### src/hcbd_pkg.sv
`default_nettype none

package hcbd_pkg;

  localparam int DEFAULT_SIZE_BITS = 32;

  localparam logic [7:0] CHAR_NUL = 8'h00;
  localparam logic [7:0] CHAR_TAB = 8'h09;
  localparam logic [7:0] CHAR_LF  = 8'h0a;
  localparam logic [7:0] CHAR_CR  = 8'h0d;
  localparam logic [7:0] CHAR_SP  = 8'h20;

  typedef struct packed {
    logic [7:0] body_byte;
    logic       body_last;
  } in_word_t;

  typedef struct packed {
    logic [7:0] data_byte;
    logic       data_valid;
    logic       body_end;
    logic       terminal_seen;
  } out_word_t;

endpackage

`default_nettype wire

### src/hcbd_parse.sv
`default_nettype none

module hcbd_parse import hcbd_pkg::*; #(
  parameter int SIZE_BITS = DEFAULT_SIZE_BITS
) (
  input  wire logic      clk,
  input  wire logic      rst_n,
  input  wire logic      step_en,
  input  wire in_word_t  step_word,
  output logic           res_valid,
  output out_word_t      res_word
);

  typedef enum logic [2:0] {
    PH_LEAD = 3'd0,
    PH_HEX  = 3'd1,
    PH_EXT  = 3'd2,
    PH_CR   = 3'd3,
    PH_DATA = 3'd4,
    PH_TCR  = 3'd5,
    PH_TLF  = 3'd6,
    PH_STOP = 3'd7
  } phase_t;

  phase_t               phase_r, phase_nxt;
  logic [SIZE_BITS-1:0] count_r, count_nxt;

  logic                 is_hex;
  logic [3:0]           hex_val;

  // hex digit decode, either case
  always_comb begin
    is_hex  = 1'b1;
    hex_val = '0;
    if (step_word.body_byte >= "0" && step_word.body_byte <= "9") begin
      hex_val = 4'(step_word.body_byte - 8'("0"));
    end else if (step_word.body_byte >= "a" && step_word.body_byte <= "f") begin
      hex_val = 4'(step_word.body_byte - 8'("a") + 8'd10);
    end else if (step_word.body_byte >= "A" && step_word.body_byte <= "F") begin
      hex_val = 4'(step_word.body_byte - 8'("A") + 8'd10);
    end else begin
      is_hex = 1'b0;
    end
  end

  // phases only move forward within one byte, so the fall-through chain is
  // evaluated once in order: TCR, TLF, LEAD, HEX, EXT, CR, DATA
  always_comb begin
    logic [7:0] b;
    logic       done;
    logic       dvalid;
    b         = step_word.body_byte;
    done      = 1'b0;
    dvalid    = 1'b0;
    phase_nxt = phase_r;
    count_nxt = count_r;

    if (phase_r == PH_TCR) begin
      phase_nxt = PH_TLF;
      done      = (b == CHAR_CR);
    end
    if (!done && phase_nxt == PH_TLF) begin
      phase_nxt = PH_LEAD;
      done      = (b == CHAR_LF);
    end
    if (!done && phase_nxt == PH_LEAD) begin
      if (b == CHAR_SP || b == CHAR_TAB) done = 1'b1;
      else phase_nxt = PH_HEX;
    end
    if (!done && phase_nxt == PH_HEX) begin
      if (is_hex) begin
        count_nxt = {count_r[SIZE_BITS-5:0], hex_val};
        done      = 1'b1;
      end else begin
        phase_nxt = PH_EXT;
      end
    end
    if (!done && phase_nxt == PH_EXT) begin
      done = 1'b1;
      if (b == CHAR_NUL) begin
        phase_nxt = PH_STOP;
      end else if (b == CHAR_CR) begin
        if (step_word.body_last) phase_nxt = (count_r == '0) ? PH_STOP : PH_DATA;
        else phase_nxt = PH_CR;
      end else if (b == CHAR_LF) begin
        phase_nxt = (count_r == '0) ? PH_STOP : PH_DATA;
      end
    end
    if (!done && phase_nxt == PH_CR) begin
      phase_nxt = (count_r == '0) ? PH_STOP : PH_DATA;
      done      = (b == CHAR_LF);
    end
    if (!done && phase_nxt == PH_DATA) begin
      dvalid    = 1'b1;
      count_nxt = count_r - SIZE_BITS'(1);
      if (count_nxt == '0) phase_nxt = PH_TCR;
    end

    res_word.data_byte     = dvalid ? b : 8'h00;
    res_word.data_valid    = dvalid;
    res_word.body_end      = step_word.body_last;
    res_word.terminal_seen = (phase_nxt == PH_STOP);
    res_valid = step_en && (dvalid || step_word.body_last ||
                (phase_nxt == PH_STOP && phase_r != PH_STOP));
  end

  always_ff @(posedge clk) begin
    if (!rst_n) begin
      phase_r <= PH_LEAD;
      count_r <= '0;
    end else if (step_en) begin
      if (step_word.body_last) begin
        phase_r <= PH_LEAD;
        count_r <= '0;
      end else begin
        phase_r <= phase_nxt;
        count_r <= count_nxt;
      end
    end
  end

endmodule

`default_nettype wire

### src/http_chunked_body_decoder.sv
`default_nettype none

// HTTP chunked body decoder. Raw body bytes go in on the in_ channel
// (body_last marks the final byte); only chunk payload comes out on the out_
// channel, plus a word for the last body byte and one where a zero-size chunk
// (or a NUL in a size line) stops decoding. Throughput is one byte per clock
// while in_stall is low: the phase machine and the chunk counter update in
// the same cycle the byte is taken, and the result is registered in the
// output register, or the spare if out_stall holds it. A two-entry skid
// (output register plus one spare) keeps in_stall a pure register: it rises
// only when the spare holds a word because out_stall held the output. After
// body_last the decoder returns to its reset state, ready for the next body.
module http_chunked_body_decoder import hcbd_pkg::*; #(
  parameter int SIZE_BITS = DEFAULT_SIZE_BITS
) (
  input  wire logic      clk,
  input  wire logic      rst_n,
  input  wire logic      in_valid,
  output logic           in_stall,
  input  wire in_word_t  in_word,
  output logic           out_valid,
  input  wire logic      out_stall,
  output out_word_t      out_word
);

  logic      in_take;
  logic      res_valid;
  out_word_t res_word;

  logic      out_valid_r, skid_valid_r;
  out_word_t out_word_r, skid_word_r;
  logic      out_free;

  assign in_take = in_valid && !in_stall;

  hcbd_parse #(
    .SIZE_BITS(SIZE_BITS)
  ) u_parse (
    .clk       (clk),
    .rst_n     (rst_n),
    .step_en   (in_take),
    .step_word (in_word),
    .res_valid (res_valid),
    .res_word  (res_word)
  );

  // output register drains or is empty
  assign out_free = !out_valid_r || !out_stall;

  // in_stall == skid full, so a new result never meets a full skid
  always_ff @(posedge clk) begin
    if (!rst_n) begin
      out_valid_r  <= 1'b0;
      skid_valid_r <= 1'b0;
    end else begin
      if (out_free) begin
        if (skid_valid_r) begin
          out_valid_r  <= 1'b1;
          out_word_r   <= skid_word_r;
          skid_valid_r <= 1'b0;
        end else begin
          out_valid_r <= res_valid;
          if (res_valid) out_word_r <= res_word;
        end
      end else if (res_valid) begin
        skid_valid_r <= 1'b1;
        skid_word_r  <= res_word;
      end
    end
  end

  assign in_stall  = skid_valid_r;
  assign out_valid = out_valid_r;
  assign out_word  = out_word_r;

endmodule

`default_nettype wire

### config.mk
export PLATFORM = sky130hd
export DESIGN_NAME = http_chunked_body_decoder
export DESIGN_NICKNAME = d
export VERILOG_FILES = /design/src/hcbd_pkg.sv /design/src/hcbd_parse.sv /design/src/http_chunked_body_decoder.sv
export SDC_FILE = /design/constraint.sdc
export NUM_CORES = 1
export LEC_CHECK = 0
export BUFFER_PORTS_ARGS = -buffer_cell sky130_fd_sc_hd__buf_2
export CAP_MARGIN = 20
export CELL_PAD_IN_SITES_DETAIL_PLACEMENT = 1
export CELL_PAD_IN_SITES_GLOBAL_PLACEMENT = 2
export CORE_MARGIN = 5
export CORE_UTILIZATION = 41
export CTS_CLUSTER_SIZE = 24
export DETAILED_ROUTE_END_ITERATION = 12
export PLACE_DENSITY = 0.94
export SYNTH_ARGS = -nofsm -noshare
export SYNTH_HDL_FRONTEND = slang
export SYNTH_SLANG_ARGS = --single-unit
### constraint.sdc
create_clock -name clk -period 10.3 [get_ports clk]
set_input_delay 2.06 -clock clk [delete_from_list [all_inputs] [get_ports clk]]
set_output_delay 2.06 -clock clk [all_outputs]
set_load 0.02 [all_outputs]
# Word level (Yosys, flattened, before mapping)
# Cells that the tools add are included.
[op_classes]
eq_ne = 12
n_addsub = 6
n_bitwise = 2
n_mux = 39
n_reduce_logical = 36
order_cmp = 6
[ops]
columns = ["cell", "n"]
rows = [
  ["$mux 32", 4],
  ["$logic_not 32->1", 2],
  ["$mux 3", 15],
  ["$sub 32x1->32 const B", 1],
  ["$eq 8x4->1 const B", 3],
  ["$mux 11", 2],
  ["$ge 8x7->1 const B", 2],
  ["$le 8x7->1 const B", 2],
  ["$mux 1", 13],
  ["$eq 3x3->1 const B", 4],
  ["$logic_and 1x1->1", 12],
  ["$mux 4", 3],
  ["$sub 4x1->4 const B", 3],
  ["$logic_not 1->1", 9],
  ["$reduce_and 3->1", 3],
  ["$add 4x4->4 const B", 2],
  ["$eq 8x6->1 const B", 1],
  ["$ge 8x6->1 const B", 1],
  ["$le 8x6->1 const B", 1],
  ["$logic_not 8->1", 1],
  ["$mux 8", 1],
  ["$eq 3x2->1 const B", 2],
  ["$reduce_bool 3->1", 2],
  ["$logic_or 1x1->1", 4],
  ["7 further kinds", 8],
]
[word_totals]
output_inout_bits = 13
input_bits = 13
register_bits = 59
word_cells = 113

# Logic depth before layout (Yosys ltp)
# Gate-level depths: netlist of the first run.
[logic_depth]
word_depth = 27
depth_mapped = 12
ltp_nobuf = 10

# Cells and area by module
# A second synthesis of the first run with hierarchy kept.
[hier_totals]
hier_cells = 458
hier_area_um2 = 4033.9
[modules_own_cells]
columns = ["mod", "n_inst", "area_per_inst_um2", "seq_area_each_um2", "cells_per_inst"]
rows = [
  ["hcbd_parse", 1, 3149.3, 700.7, 413],
  ["http_chunked_body_decoder", 1, 884.6, 700.7, 45],
]

# Worst setup path before layout of the first run
# OpenSTA, ideal clock, no wires.
[synth_timing]
path_kind = "input port to flip-flop"
from = "input port in_word[5] (netlist name)"
to = "register skid_word_r[0] (netlist name), enable pin"
arrival_ps = 5260
path_buffers = 3
stages = 11
setup_slack_ps = 4643
setup_time_ps = 397
t_required_ps = 9903
path_cell_list = "or4_1 clkbuf_1 o31ai_2 a2111o_1 o21a_1 nand4_1 a21oi_1 buf_2 buf_2 nor2_1 a211oi_1"
[synth_lines]
columns = ["item", "line_no", "text"]
rows = [
  ["start: declaration", "http_chunked_body_decoder.sv:20", "input wire in_word_t in_word,"],
  ["end signal: assignment", "http_chunked_body_decoder.sv:67", "skid_word_r <= res_word;"],
  ["end: declaration", "http_chunked_body_decoder.sv:31", "out_word_t out_word_r, skid_word_r;"],
]

# Worst setup path in the final report of the first run
[layout_timing]
from = "input port in_word[2] (netlist name)"
to = "register u_parse.count_r[4]"
[layout_via]
elab_chain_len = 22
word_cells_on_any_way = 58
cone_classes = "order compare (6); eq/ne (8); mux (23); reduce/logical (21)"
[layout_lines]
columns = ["item", "line_no", "text"]
rows = [
  ["$eq 8x4->1", "hcbd_parse.sv:60, hcbd_parse.sv:82", ""],
  ["$mux 1", "hcbd_parse.sv:58", "if (phase_r == PH_TCR) begin"],
  ["$logic_not 1->1", "hcbd_parse.sv:62", "if (!done && phase_nxt == PH_TLF) begin"],
  ["$logic_and 1x1->1", "hcbd_parse.sv:62", ""],
  ["$mux 3 / $mux 1 (equally long branches)", "hcbd_parse.sv:62", ""],
  ["$logic_not 3->1 / $logic_not 1->1 (equally long branches)", "hcbd_parse.sv:66", "if (!done && phase_nxt == PH_LEAD) begin"],
  ["$logic_and 1x1->1", "hcbd_parse.sv:66", ""],
  ["$mux 3 / $mux 1 (equally long branches)", "hcbd_parse.sv:66", ""],
  ["(+6 left out)", "-", ""],
  ["$mux 3", "hcbd_parse.sv:78", "if (!done && phase_nxt == PH_EXT) begin"],
  ["$eq 3x2->1", "hcbd_parse.sv:89", "if (!done && phase_nxt == PH_CR) begin"],
  ["$logic_and 1x1->1", "hcbd_parse.sv:89", ""],
  ["$mux 3 / $mux 1 (equally long branches)", "hcbd_parse.sv:89", ""],
  ["$eq 3x3->1 / $logic_not 1->1 (equally long branches)", "hcbd_parse.sv:93", "if (!done && phase_nxt == PH_DATA) begin"],
  ["$logic_and 1x1->1", "hcbd_parse.sv:93", ""],
  ["$reduce_bool 3->1 (no line) / $mux 32 (equally long branches)", "-", ""],
  ["$reduce_and 3->1 (no line) / $mux 32 (equally long branches)", "-", ""],
  ["end signal: assignment", "hcbd_parse.sv:117", "count_r <= count_nxt;"],
  ["end: declaration", "hcbd_parse.sv:26", "logic [SIZE_BITS-1:0] count_r, count_nxt;"],
]
# Several ways; a longest one is shown, not always the timed one.
# A chain may end at the register's enable or synchronous reset.

==> results_dict.tcl, run 1 <==
set metrics [dict create \
    synth_cell_types 72 \
    rsz0062_at_grt "no" \
    whs_ps 508 \
    synth_xor_area_share_pct 1.04 \
    initial_core_util_pct 41.3 \
    die_y_um 111 \
    endpoint_kind "flop" \
    drive_gt1_share_pct 18.0 \
    register_area_mm2 0.00140 \
    multiInputGateArea_mm2 0.00258 \
    setup_viol 0 \
    placed_cells 626 \
    stdcell_count 642 \
    gp_congestion 0.866 \
    synth_simple_gate_area_share_pct 25.9 \
    synth_top_area_share_pct 17.7 \
    maxSlewViolCount 0 \
    route.met3.wl_um 526 \
    slew_headroom_pct 33.2 \
    clk_path_buf_depth 2 \
    numCtsBuffers 9 \
    final.fill_count 1200 \
    cts_tree "yes" \
    num_rows 37 \
    layout_min_cycle_time_ps 5880 \
    ant_nets 0 \
    netlist_top_cells_area "dfxtp_1 18%, edfxtp_1 16%, mux2i_1 6.4%, o22ai_1 4.2%, nor2_1 4.1%" \
    met2WireLength_um 6020 \
    yosys.area.top_type "dfxtp_1" \
    seq_area_frac_synth_pct 33.4 \
    syn_inst 492 \
    via_per_inst 6.14 \
    clockRootBuffer "clkbuf_8" \
    min_path_type "reg2reg" \
    fmax_ghz 0.170 \
    status "finished clean" \
    ir_drop_mv 0.0858 \
    yosysMostFrequentCell "nor2_1" \
    nets 520 \
    vias 3945 \
    grt_pass1_vias 3998 \
    fin_tns_setup_ps 0 \
    fp.dieW_um 111 \
    wl_per_cell_um 19.9 \
    leakage_nw 1.69 \
    synthMuxAreaShare_pct 9.67 \
    grt_pass1_wl_um 21300 \
    hold_violations 0 \
    dieArea_mm2 0.0123 \
    synth_compound_area_share_pct 22.8 \
    synth_edf_count 22 \
    finish.instance_area_mm2 0.00462 \
    wl_met1_um 6060 \
    drc 0 \
    required_ps 10590 \
    ys_top_cells_by_count "46 x nor2_1, 39 x nand2_1, 37 x dfxtp_1" \
    ys_warn_count 0 \
    num_antenna_cells 0 \
    synth-seq-cells 59 \
    grt_usage_pct 20.9 \
    place_area_mm2 0.00440 \
    htree_levels 3 \
    clk_pin_slew_worst_paths_ps 80 \
    cts_hold_buf 0 \
    yosys_most_used_dff "dfxtp_1" \
    synth_area_mm2 0.00419 \
    dp_hpwl_um 9040 \
    ys_async_sr_fraction_pct 0 \
    fin_crit_sh_pct 57.1 \
    drv_cap 0 \
    grt_overflow_total 0 \
    worstMarginPinSlew_ps 1000 \
    io_pins 26 \
    synth_top_family_by_area "simple AND/OR/NAND/NOR gates" \
    cts_setup_buffers 0 \
    dr.max_layer_used "met4" \
    critPathMaxFanout 33 \
    syn_nets 511 \
    synth_adder_area_share_pct 1.79 \
    drtIter0Drc 300 \
    clock_latency_ps 360 \
    port_buffers 25 \
    coreArea_mm2 0.0101 \
    arrival_ps 6170 \
    totalWireLength_um 12700 \
    cts.sinks 59 \
    dr.pass1.iters 4 \
    syn_avg_cell_area_um2 8.52 \
    grt_max_degree 34 \
    ctsResizeCount 0 \
    powerDensity_mw_per_mm2 176 \
    area_delta_synth_final_pct 10.3 \
    antenna_found_initial 0 \
    crit_path_start_kind "primary input" \
    path_class "in2reg" \
    finalPower_uw 814 \
    clock_skew_ps 11.1 \
]
[report_power, final]
part / switching [mW] / internal, mW / leakage, nW
sequential: 0.0100 / 0.253 / 0.502
clock: 0.109 / 0.138 / 0.106
combinational: 0.185 / 0.120 / 1.08
[layout make-up]
type,count,share of cell area (%)
Multi-Input combinational cell,381,55.8
Clock buffer,9,2.68
Inverter,18,1.46
Tap cell,136,3.68
Sequential cell,59,30.3
Clock inverter,7,2.19
Timing Repair Buffer,32,3.84
[flip-flops by register name, summed over array words and instances (netlist names)]
register / flops
u_parse.phase_r: 3
out_valid: 1
skid_word_r: 11
u_parse.count_r: 32
in_stall: 1
out_word: 11
[routing by layer]
layer,vias up,track usage (%)
li1,1893,-
met1,1966,28.9
met2,76,33.4
met3,10,4.48
met4,0,5.11
met5,-,0
[worst max-delay path, stage by stage]
cell and delay (ps):
buf_2 130, inv_1 110, ha_1 310, o21bai_1 90
a21oi_1 540, a211oi_1 180, a21oi_1 370, nand2_1 250
a21oi_4 850, buf_4 490, o21ai_2 280, buf_4 280
o22ai_1 200
[metrics by stage]
step           util [%]  setup slack, ps
2_1_floorplan         -             4640
3_3_place_gp       43.4             4250
3_5_place_dp       43.4             4110
4_1_cts            45.6             4490
5_1_grt            45.6             4090
6_report           45.6             4420
[layout by cell type, fill, tap and decap left out, types with 9 or more instances in the layout]
cell      count
or3_1         9
mux2_2       12
buf_2        25
clkbuf_8      9
nor3_1       17
a32oi_1       9
nand2_1      39
edfxtp_1     22
dfxtp_1      37
o22ai_1      28
inv_1        18
nor2_1       46
a21oi_1      27
o21ai_0      12
mux2i_1      27
[cell families after synthesis]
| logic type | after synthesis |
|---|---|
| compound gates | 133 |
| xor+xnor | 5 |
| fa+ha+maj | 6 |
| buf+inv | 52 |
| flops | 59 |
| mux | 39 |
| simple gates | 198 |
[path summary, 6_finish.rpt]
kind	endpoint	startpoint	slack, ps	cells past startpoint
max	u_parse.count_r[4]	in_word[2]	4420	13
min	u_parse.count_r[29]	u_parse.count_r[29]	510	2
min reg2reg	u_parse.count_r[29]	u_parse.count_r[29]	510	2
max reg2reg	u_parse.count_r[4]	u_parse.count_r[0]	5560	12
(Power assumes the default switching activity.)
==> run 2: changes to the inputs <==
Settings changed: CORE_UTILIZATION 41 to 38, PLACE_DENSITY 0.94 to 0.89.
Clock period 10.3 ns to 6.1 ns, I/O delays scaled along.
==> results_dict.tcl, run 2 (same netlist as run 1, synthesis figures left out) <==
set metrics [dict create \
    worstMarginPinSlew_ps 1080 \
    grt_pass1_vias 4056 \
    coreArea_mm2 0.0108 \
    die_y_um 115 \
    io_pins 26 \
    crit_path_max_incr_delay_ps 720 \
    area_delta_synth_final_pct 10.1 \
    final.fill_count 1309 \
    drc 0 \
    totalWireLength_um 12900 \
    drv_cap 0 \
    initial_core_util_pct 38.7 \
    clk_pin_slew_worst_paths_ps 70 \
    leakage_nw 1.69 \
    whs_ps 505 \
    fin_crit_sh_pct 73.8 \
    post-route-util_pct 42.6 \
    gp_congestion 0.854 \
    grt_overflow_total 0 \
    reg2reg_depth 11 \
    nets 520 \
    grt_max_degree 31 \
    path_class "in2reg" \
    maxSlewViolCount 0 \
    clockRootBuffer "clkbuf_8" \
    drtIter0Drc 205 \
    fp.dieW_um 115 \
    cts.sinks 59 \
    numCtsBuffers 9 \
    drive_gt1_share_pct 18.0 \
    critPathMaxFanout 25 \
    hold_violations 0 \
    grt_pass1_wl_um 21300 \
    arrival_ps 4740 \
    dp_hpwl_um 9110 \
    grt_usage_pct 20.3 \
    largest_reg_flops 32 \
    path_cells "buf_2 -> or4_1 -> o31ai_2 -> a2111o_1 -> o21a_1 -> nand4_1 -> a21oi_4 -> buf_4 -> mux2i_1 -> o22ai_1" \
    largest-register "u_parse.count_r" \
    clock_skew_ps 13.1 \
    ant_nets 0 \
    register_area_mm2 0.00140 \
    whs_path_depth 2 \
    via_per_inst 6.06 \
    ir_drop_mv 0.110 \
    num_rows 38 \
    fmax_ghz 0.222 \
    layout_common_cells "46 x nor2_1, 39 x nand2_1, 37 x dfxtp_1" \
    htree_levels 3 \
    cp_slowest_cell "a21oi_4" \
    slew_headroom_pct 27.5 \
    min_path_type "reg2reg" \
    crit_path_start_kind "primary input" \
    clk_path_buf_depth 2 \
    dieArea_mm2 0.0132 \
    placed_cells 630 \
    port_buffers 25 \
    fin_tns_setup_ps 0 \
    cts_hold_buf 0 \
    required_ps 6330 \
    vias 3917 \
    num_antenna_cells 0 \
    rsz0062_at_grt "no" \
    wl_per_cell_um 20.0 \
    dr.pass1.iters 4 \
    antenna_found_initial 0 \
    clock_latency_ps 370 \
    layout_min_cycle_time_ps 4500 \
    cts_setup_buffers 0 \
    stdcell_count 646 \
    multiInputGateArea_mm2 0.00258 \
    cts_tree "yes" \
    ctsResizeCount 0 \
    status "finished clean" \
    powerDensity_mw_per_mm2 295 \
    endpoint_kind "flop" \
    setup_viol 0 \
    layout_commonest_cell "nor2_1" \
]
[run 2: changes by cell type in the layout (fill, tap and decap cells not counted)]
| cell | previous run | this run |
|---|---|---|
| clkbuf_1 | 0 | 1 |
| clkinvlp_4 | 2 | 0 |
| clkinv_2 | 0 | 4 |
| nor3_2 | 0 | 1 |
| inv_6 | 1 | 0 |
| nor3_1 | 17 | 16 |
| clkinv_4 | 2 | 0 |
[run 2: metrics by stage]
stage | setup slack (ps) | instance area [µm²] | power [mW]
detailed placement | 1250 | 4410 | 0.962
global placement | 1400 | 4410 | 0.946
CTS | 1620 | 4610 | 1.37
global route | 1380 | 4610 | 1.44
finish | 1600 | 4610 | 1.36
floorplan | 1280 | 4190 | 0.847
[run 2: metal layers]
| layer | track usage, % | vias up | part of all wire [%] |
|---|---|---|---|
| li1 | - | 1888 | - |
| met1 | 27.8 | 1948 | 48 |
| met2 | 32.6 | 66 | 46 |
| met3 | 3.21 | 15 | 3.6 |
| met4 | 6.73 | 0 | 1.7 |
| met5 | 0 | - | 0 |
[run 2: worst max-delay path: cells and delay by family]
family | cells | cell delay [ps]
muxes | 1 | 260
and+or+nand+nor | 2 | 950
AOI/OAI and AO/OA | 5 | 1690
buffers and inverters | 2 | 600
[run 2: layout make-up]
type	instances	share of cell area, %
Multi-Input combinational cell	381	56.0
Sequential cell	59	30.4
Timing Repair Buffer	32	3.85
Tap cell	140	3.80
Clock buffer	10	2.77
Clock inverter	6	1.74
Inverter	18	1.46
[run 2: power by group]
group	leakage [nW]	internal (mW)	switching, mW
clock	0.110	0.227	0.176
combinational	1.08	0.203	0.312
sequential	0.502	0.427	0.0173
[run 2: path summary, 6_finish.rpt]
path | from | end | slack, ps
setup / recovery | in_word[5] | u_parse.count_r[27] | 1600
hold / removal | u_parse.count_r[29] | u_parse.count_r[29] | 500
hold reg to reg | u_parse.count_r[29] | u_parse.count_r[29] | 500
setup reg to reg | u_parse.count_r[0] | skid_word_r[1] | 1770
==> run 3: changes to the inputs <==
Settings changed: CORE_UTILIZATION 38 to 34, PLACE_DENSITY 0.89 to 0.84.
Clock period 6.1 ns to 3.9 ns, I/O delays scaled along.
==> results_dict.tcl, run 3 (same netlist as run 1, synthesis figures left out) <==
set metrics [dict create \
    status "finished clean" \
    clock_latency_ps 340 \
    dieArea_mm2 0.0146 \
    via_per_inst 5.76 \
    final.fill_count 1420 \
    path_class "reg2reg" \
    totalWireLength_um 13300 \
    worstMarginPinSlew_ps 649 \
    rsz0062_at_grt "no" \
    r2r_slack_ps 160 \
    crit_path_start_kind "flop" \
    critPathMaxFanout 11 \
    ir_drop_mv 0.170 \
    die_y_um 121 \
    layout_commonest_cell "nor2_1" \
    initial_core_util_pct 34.8 \
    cts_tree "yes" \
    ant_nets 0 \
    cts.sinks 59 \
    clockRootBuffer "clkbuf_16" \
    min_from "u_parse.count_r[29]" \
    htree_levels 3 \
    place_area_mm2 0.00471 \
    coreArea_mm2 0.0121 \
    slew_headroom_pct 56.7 \
    finish.instance_area_mm2 0.00504 \
    hold_violations 0 \
    clk_pin_slew_worst_paths_ps 60 \
    largest-register "u_parse.count_r" \
    grt_overflow_total 0 \
    regToRegStartpoint "u_parse.count_r[21]" \
    fin_crit_sh_pct 96.0 \
    layout_min_cycle_time_ps 3740 \
    nets 548 \
    dr.pass1.iters 4 \
    largest_reg_flops 32 \
    wl_per_cell_um 18.9 \
    port_buffers 25 \
    drc 0 \
    register_area_mm2 0.00140 \
    grt_pass1_wl_um 21900 \
    required_ps 3960 \
    finalPower_mw 2.41 \
    powerDensity_mw_per_mm2 478 \
    fmax_ghz 0.267 \
    leakage_nw 1.89 \
    grt_pass1_vias 4189 \
    clock_skew_ps 7.26 \
    antenna_found_initial 0 \
    whs_ps 489 \
    post-route-util_pct 41.8 \
    maxSlewViolCount 0 \
    dp_hpwl_um 9600 \
    drtIter0Drc 228 \
    numCtsBuffers 9 \
    vias 4046 \
    grt_usage_pct 18.5 \
    startpoint "u_parse.count_r[21]" \
    multiInputGateArea_mm2 0.00262 \
    arrival_ps 3800 \
    gp_congestion 0.889 \
    fp.dieW_um 121 \
    fin_tns_setup_ps 0 \
    layout_common_cells "46 x nor2_1, 39 x nand2_1, 37 x dfxtp_1" \
    min_path_type "reg2reg" \
    area_delta_synth_final_pct 20.2 \
    clk_path_buf_depth 2 \
    io_pins 26 \
    num_rows 40 \
    num_antenna_cells 0 \
    grt_max_degree 35 \
    setup_viol 0 \
    endpoint_kind "flop" \
    drive_gt1_share_pct 23.0 \
    drv_cap 0 \
]
==> run 3: changes by cell type in the layout (fill, tap and decap cells not counted), moves of 2 or more <==
cell       delta
clkbuf_8      -9
clkbuf_16     +9
clkinv_2      -4
buf_12        +4
a211oi_4      +2
a211oi_1      -2
buf_4        +24
inv_6         +4
==> run 3: final timing paths <==
path | endpoint | cells past startpoint
worst min register to register | u_parse.count_r[29] | 2
worst min-delay path | u_parse.count_r[29] | 2
worst max register to register | out_word[4] | 9
worst max-delay path | out_word[4] | 9
==> run 3: layout make-up <==
class | instances | share of cell area, %
clock buffers | 9 | 4.47
clock inverters | 7 | 1.61
inverters | 18 | 1.34
multi-input cells | 381 | 51.9
flip-flops and latches | 59 | 27.8
well taps | 168 | 4.17
repair buffers | 60 | 8.69
==> run 3: metal layers <==
layer	GRT usage, %	wire length [µm]
met5	0	0
met4	5.10	108
met3	3.45	446
met2	30.5	6320
met1	24.8	6380
==> run 3: per-stage QoR <==
| stage | instances | worst slack, ps |
|---|---|---|
| after floorplan | 492 | 10.4 |
| after global placement | 684 | 66.3 |
| after detailed placement | 684 | -93.3 |
| after CTS | 700 | 47.1 |
| after global routing | 702 | 2.24 |
| final | 702 | 155 |
==> run 3: power by group <==
group          internal, mW  switching [mW]  leakage [nW]  total (mW)
combinational         0.382           0.510          1.24       0.892
sequential            0.669          0.0242         0.502       0.693
clock                 0.504           0.320         0.147       0.824
==> run 3: worst max-delay path, cell delays in order, from the launching register on <==
cell and delay, ps:
dfxtp_1 380, or3_4 420, or3_4 380, or4_4 610
o21a_1 200, or3_4 380, a2111oi_4 370, o211ai_2 230
a211oi_4 320, buf_12 170
==> run 3: repair_timing <==
action	4_1_cts	5_1_grt
buffers inserted	0	2
gates resized for setup	0	2
hold buffers	0	0
endpoints found under the setup margin	0	59
